==> config.mk <==
export PLATFORM = sky130hd
export DESIGN_NAME = isi_ctrl
export DESIGN_NICKNAME = d
export VERILOG_FILES = /design/src/hdl/isi_pkg.sv /design/src/hdl/isi_ctrl.sv
export VERILOG_INCLUDE_DIRS = /design/src /design/src/hdl
export SDC_FILE = /design/constraint.sdc
export NUM_CORES = 1
export LEC_CHECK = 0
export BUFFER_PORTS_ARGS = -buffer_cell sky130_fd_sc_hd__buf_2
export CAP_MARGIN = 20
export CORE_AREA = 10 10 47 49
export CTS_BUF_LIST = sky130_fd_sc_hd__clkbuf_8 sky130_fd_sc_hd__clkbuf_16
export CTS_CLUSTER_DIAMETER = 100
export DETAILED_ROUTE_END_ITERATION = 16
export DIE_AREA = 0 0 57 59
export HOLD_SLACK_MARGIN = 0.08
export PLACE_DENSITY = 0.56
export SKIP_LAST_GASP = 1
export SYNTH_ARGS = -nofsm -noshare
export SYNTH_HDL_FRONTEND = slang
export SYNTH_SLANG_ARGS = --single-unit
==> constraint.sdc <==
create_clock -name clk -period 1.9 [get_ports clk]
set_clock_uncertainty 0.1 [all_clocks]
set_input_delay 0.285 -clock clk [delete_from_list [all_inputs] [get_ports clk]]
set_output_delay 0.285 -clock clk [all_outputs]
set_load 0.005 [all_outputs]
==> src/hdl/assert_macros.svh <==
// Assertion macros used by the interpolator controller.
// They expect clk and arst_n in the scope of each use.
`ifndef ASSERT_MACROS_SVH
`define ASSERT_MACROS_SVH

// Condition holds at every edge outside reset.
`define ASSERT_ALWAYS(lbl, cond) \
	lbl: assert property (@(posedge clk) disable iff (!arst_n) (cond)) \
		else $error("assertion failed");

// When pre holds, post holds at the next edge.
`define ASSERT_NEXT(lbl, pre, post) \
	lbl: assert property (@(posedge clk) disable iff (!arst_n) (pre) |=> (post)) \
		else $error("assertion failed");

`endif

==> src/hdl/isi_pkg.sv <==
`timescale 1ns / 1ps
// Shared types, constants and the cubic weight table of the interpolator.
// No dependencies.
package isi_pkg;

	localparam int FracBits  = 8;
	localparam int TapCount  = 16;
	localparam int DrainCycles = 4;
	localparam logic [16:0] OneQ16 = 17'd65536;
	localparam logic [15:0] Q8Max  = 16'd65280;

	// register indexes
	localparam logic [1:0] REG_WIDTH   = 2'd0;
	localparam logic [1:0] REG_HEIGHT  = 2'd1;
	localparam logic [1:0] REG_CHANNEL = 2'd2;
	localparam logic [1:0] REG_MODE    = 2'd3;

	// request kinds
	localparam logic REQ_WRITE  = 1'b0;
	localparam logic REQ_SAMPLE = 1'b1;

	typedef logic signed [17:0] wgt_t;

	// saturated configuration as seen by the datapath
	typedef struct packed {
		logic [8:0] width;
		logic [8:0] height;
		logic [2:0] chans;
		logic       bicubic;
	} cfg_t;

	typedef struct packed {
		logic       wr;      // store pixel byte from input
		logic       latch;   // capture sample request
		logic       load;    // compute weights and range check
		logic       issue;   // read one neighbor tap
		logic [3:0] tap;     // {row, column} of the tap
	} cmd_t;

	typedef struct packed {
		logic outside;
	} sts_t;

	// {w3, w2, w0} per fraction, Q16
	typedef logic [255:0][53:0] wtab_t;

	localparam longint CubicDen  = longint'(6) <<< 32;
	localparam longint CubicHalf = longint'(3) <<< 32;

	function automatic longint floor_den(input longint n);
		longint q;
		q = n / CubicDen;
		if ((n % CubicDen) != 0 && n < 0) q = q - 1;
		return q;
	endfunction

	function automatic wtab_t build_cubic_tab();
		wtab_t  tab;
		longint t, s, t3, t2s, ts2, w0, w2, w3;
		s = 65536;
		for (int f = 0; f < 256; f++) begin
			t   = longint'(f) <<< (16 - FracBits);
			t3  = t * t * t;
			t2s = t * t * s;
			ts2 = t * s * s;
			w0  = floor_den(-t3 + 3 * t2s - 2 * ts2 + CubicHalf);
			w2  = floor_den(-3 * t3 + 3 * t2s + 6 * ts2 + CubicHalf);
			w3  = floor_den(t3 - ts2 + CubicHalf);
			tab[f] = {w3[17:0], w2[17:0], w0[17:0]};
		end
		return tab;
	endfunction

	localparam wtab_t CUBIC_TAB = build_cubic_tab();

endpackage

==> src/hdl/isi_ctrl.sv <==
`timescale 1ns / 1ps
// Controller: sequences write, load, sixteen tap reads, pipeline drain, output; outside skips reads and drain.
// Depends on isi_pkg and assert_macros.svh.
`include "assert_macros.svh"
module isi_ctrl (
	input  logic          clk,
	input  logic          arst_n,
	input  logic          in_valid,
	input  logic          in_kind,
	output logic          in_ready,
	input  logic          out_free,
	output logic          out_load,
	input  isi_pkg::sts_t sts,
	output isi_pkg::cmd_t cmd
);

	localparam logic [2:0] ST_IDLE  = 3'd0;
	localparam logic [2:0] ST_LOAD  = 3'd1;
	localparam logic [2:0] ST_RUN   = 3'd2;
	localparam logic [2:0] ST_DRAIN = 3'd3;
	localparam logic [2:0] ST_DONE  = 3'd4;

	logic [2:0] state_q, state_d;
	logic [3:0] cnt_q, cnt_d;
	logic       acc_in;

	assign in_ready = (state_q == ST_IDLE);
	assign acc_in   = in_valid && in_ready;

	always_comb begin
		state_d   = state_q;
		cnt_d     = cnt_q;
		cmd       = '0;
		cmd.tap   = cnt_q;
		out_load  = 1'b0;
		unique case (state_q)
			ST_IDLE: begin
				cmd.wr    = acc_in && in_kind == isi_pkg::REQ_WRITE;
				cmd.latch = acc_in && in_kind == isi_pkg::REQ_SAMPLE;
				if (cmd.latch) state_d = ST_LOAD;
			end
			ST_LOAD: begin
				cmd.load = 1'b1;
				cnt_d    = '0;
				state_d  = ST_RUN;
			end
			ST_RUN: begin
				if (sts.outside) begin
					state_d = ST_DONE;
				end else begin
					cmd.issue = 1'b1;
					cnt_d     = cnt_q + 4'd1;
					if (cnt_q == 4'(isi_pkg::TapCount - 1)) begin
						cnt_d   = '0;
						state_d = ST_DRAIN;
					end
				end
			end
			ST_DRAIN: begin
				cnt_d = cnt_q + 4'd1;
				if (cnt_q == 4'(isi_pkg::DrainCycles - 1)) state_d = ST_DONE;
			end
			ST_DONE: begin
				if (out_free) begin
					out_load = 1'b1;
					state_d  = ST_IDLE;
				end
			end
			default: state_d = ST_IDLE;
		endcase
	end

	always_ff @(posedge clk or negedge arst_n) begin
		if (!arst_n) begin
			state_q <= ST_IDLE;
			cnt_q   <= '0;
		end else begin
			state_q <= state_d;
			cnt_q   <= cnt_d;
		end
	end

	`ASSERT_NEXT(a_outside_skips, state_q == ST_RUN && sts.outside, state_q == ST_DONE)
	`ASSERT_NEXT(a_drain_len, state_q == ST_DRAIN && cnt_q == 4'(isi_pkg::DrainCycles - 1), state_q == ST_DONE)
	`ASSERT_ALWAYS(a_cmd_excl, $onehot0({cmd.wr, cmd.latch, cmd.load, cmd.issue, out_load}))
	`ASSERT_NEXT(a_run_last, state_q == ST_RUN && !sts.outside && cnt_q == 4'd15, state_q == ST_DRAIN)

endmodule

; After elaboration in Yosys (flattened, before gate mapping)
; Index checks and enable logic that the tools add are counted.
[totals]
inputBits = 6
ff_bits = 7
output_inout_bits = 10
elab_cells = 37
[classes]
n_eq_ne = 11
muxes = 15
n_reduce_logical = 7
n_bitwise = 1
add_sub_neg = 1
[op_table]
columns = cell, count
row1 = $mux 3, 5
row2 = $pmux 3 s5, 1
row3 = $pmux 4 s3, 1
row4 = $mux 4, 2
row5 = $eq 3x2->1 const B, 2
row6 = $ne 2x2->1 const B, 3
row7 = $mux 1, 5
row8 = $add 4x1->4 const B, 1
row9 = $eq 4x2->1 const B, 1
row10 = $eq 4x4->1 const B, 1
row11 = $reduce_and 4->1, 1
row12 = $eq 3x1->1 const B, 1
row13 = $eq 3x3->1 const B, 1
row14 = $logic_and 1x1->1, 3
row15 = $logic_not 3->1, 1
row16 = $ne 3x3->1 const B, 1
row17 = $reduce_bool 3->1, 1
row18 = $mux 2, 1
row19 = $ne 2x1->1 const B, 1
row20 = $reduce_and 2->1, 1
row21 = $not 1->1, 1

; Logic depth before layout (Yosys ltp)
[depth]
word_depth = 5
depth_mapped = 5

; Worst setup path after synthesis
; No wires, ideal clock.
[synth_path]
kind = register -> register
from = register cnt_q[0]
to = register cnt_q[0]
required_time_ps = 1677
n_path_buf = 0
path_slack_ps = 262
stages_incl_launch_ff = 6
synth_period_minus_slack_ps = 1638
arrival_time_ps = 1415
path_cell_list = dfrtp_1 > ha_1 > nand3_1 > or4b_1 > a21oi_2 > nor2_1
[synth_between]
elab_chain_cells = 4
word_cells_on_any_way = 5
cone_classes = 1 x add/sub / 1 x eq/ne / 3 x mux
[synth_lines]
columns = element, line
row1 = from (decl), isi_ctrl.sv:24  ; logic [3:0] cnt_q, cnt_d;
row2 = from (signal assigned), isi_ctrl.sv:79  ; cnt_q <= cnt_d;
row3 = $add 4x1->4 or $eq 4x4->1 (tied branches), "isi_ctrl.sv:52, isi_ctrl.sv:60, isi_ctrl.sv:53"
row4 = $mux 4, isi_ctrl.sv:53  ; if (cnt_q == 4'(isi_pkg::TapCount - 1)) begin
row5 = $mux 4, isi_ctrl.sv:48  ; if (sts.outside) begin
row6 = $pmux 4 s3 *, isi_ctrl.sv:36  ; unique case (state_q)
; Mark *: on every way between the ends. The rest lies on a longest branch, timed or not. The select of a mux whose other input is x is not followed.
; A chain may end at the register's enable or synchronous reset.

; Worst setup path in the final report
[layout_path]
from = register cnt_q[0]
to = register cnt_q[3]
; Same word-level chain as after synthesis.

==> impl_metrics.toml <==
[global_routing]
grt_overflow = 0
grt_pass1_vias = 396
antenna_found_initial = 0
grt_max_degree = 12
grt_pass1_wl_um = 1750
track_usage_pct = 6.41

[drt]
drtPass1Iterations = 4
via_per_inst = 4.95
avgRoutedWirePerCell_um = 12.3
routed_wl_um = 1040
remaining_drc_errors = 0
ant_nets = 0
vias = 416
drt_iter0_drc = 8

[power_and_ir_drop]
p_per_area_nw_per_um2 = 1490
leakagePower_nw = 0.308
total_power_mw = 0.887
ir_worst_vdd_uv = 703

[sta]
rsz0062_at_grt = "false"
period_needed_ps = 1730
drv_slew = 0
layout_setup_ws_ps = 171
hold_viol = 0
final.period_utilization_pct = 91.0
tightest_slew_ps = 297
fin_hold_ws_ps = 294
final-setup-viol-count = 0
max-slew-margin-rel_pct = 80.1
max_freq_ghz = 0.578
fin_setup_tns_ps = 0

[logic_synthesis]
synth_seq_cells = 7
synth-edff-count = 0
syn_inst = 48
ys_types = 27
synth-seq-area-share_pct = 39.0
ys_warn_count = 0
syn-cell-area_um2 = 449
synthesis.nets = 55
async_flop_share_pct = 100
synth_flop_cell = "dfrtp_1"
avgSynthCellArea_um2 = 9.36

[setup_path]
end_kind = "flop"
reg2reg_depth = 5
path_max_fanout = 4
crit_required_ps = 1910
reg2reg_slack_ps = 170
crit_start = "cnt_q[0]$_DFFE_PN0P_"
worst_ep_arrival_time_ps = 1740
critical_path.endpoint = "cnt_q[3]$_DFFE_PN0P_"
r2r-start = "cnt_q[0]$_DFFE_PN0P_"
regToRegEndpoint = "cnt_q[3]$_DFFE_PN0P_"
worstSetupPathType = "flop to flop"
start_kind = "flop"

[clock_network]
numCtsBuffers = 3
cts-root-buf = "clkbuf_8"
path_clk_slew_ps = 40
htree_levels = 1
insertion_delay_ps = 220
cts_tree = "yes"
clock-sinks = 7
clock_path_buffers = 2

[floorplanning]
initial_core_util_pct = 32.1
die_w_um = 57
placementRows = 14
die_area_um2 = 3360
core_um2 = 1400
pin_count = 16
die_h_um = 59

[placed_design]
portBuffers = 15
place_ws_ps = 174
finalWeightedCongestion = 0.831
place_area_um2 = 541
dp.final_hpwl_um = 855
dp_cells = 79

[layout]
final_cell_mix = "15 x buf_2, 7 x dfrtp_1, 5 x nor2_1"
final_common_cell = "buf_2"
area_delta_synth_final_pct = 32.6
layout-drive-gt1-share_pct = 32.4
nNetsFinal = 76
fin_util_pct = 42.5
instances_no_fill = 84
final_cell_area_um2 = 596
diodes = 0

[min_path]
worstHoldPathType = "primary input to flop"
worst_hold_path.num_cells = 3

[status]
status = "finished, final reports clean"

[run]
maxCapViolCount = 0
-- sequential cells by signal (all words and copies together), names as in the netlist --
name and flops:
cnt_q 4, state_q 3
-- routing by layer --
layer | GRT usage (%) | vias up | share of wire [%]
met5 | 0 | - | 0
met4 | 3.02 | 0 | 1.4
met3 | 1.29 | 2 | 4.2
met2 | 11.3 | 11 | 52
met1 | 7.18 | 189 | 42
li1 | - | 214 | -
-- report_power, final --
group	switching (mW)	internal, mW
Clock	0.0604	0.139
Combinational	0.204	0.201
Sequential	0.0794	0.203
Total	0.344	0.543
-- critical path, stage by stage, from the launching register on --
cell	delay (ps)
dfrtp_1	380
ha_1	230
nand3_1	110
or4b_1	500
a21oi_2	220
nor2_1	70
-- repair_timing --
action | CTS | global route
resized for setup | 0 | 0
hold buffers | 1 | 0
endpoints found under the hold margin | 7 | 0
setup endpoints to repair | 0 | 0
setup buffers | 0 | 0
-- final cells by class --
cell class              count  area, um^2
clock buffers               3        41.3
clock inverters             1        3.75
fillers                   153         806
inverters                   3        11.3
multi-input cells          37         251
flip-flops and latches      7         175
well taps                  16        20.0
repair buffers             17        92.6
-- cells in the mapped netlist, drive strengths merged, types with 2 or more instances --
library cell  number  area (um^2)
nor2               5         18.8
and3               2         12.5
or4b               2         20.0
xor2               2         17.5
nand2              2         7.51
a21oi              2         13.8
nand2b             2         12.5
nor3               3         15.0
o21ai              4         20.0
inv                3         11.3
dfrtp              7          175
-- how the worst min path moves through the flow --
| stage | slack, ps | startpoint | endpoint |
|---|---|---|---|
| 3_3_place_gp | 20 | arst_n | cnt_q[2]$_DFFE_PN0P_ |
| 6_report | 290 | out_free | state_q[2]$_DFFE_PN0P_ |
| 2_1_floorplan | -110 | arst_n | cnt_q[0]$_DFFE_PN0P_ |
| 4_1_cts | 290 | out_free | state_q[2]$_DFFE_PN0P_ |
| 3_5_place_dp | 20 | arst_n | cnt_q[3]$_DFFE_PN0P_ |
| 5_1_grt | 320 | out_free | state_q[2]$_DFFE_PN0P_ |
-- cells by family after synthesis --
group | synth area share [%]
adders and majority gates | 2.79
and+or+nand+nor | 27.0
AOI/OAI and AO/OA | 20.1
xor gates and xnor gates | 3.90
muxes | 2.23
buffers and inverters | 5.01
DFF | 39.0
Note: power is estimated with default switching activity, not from simulation.
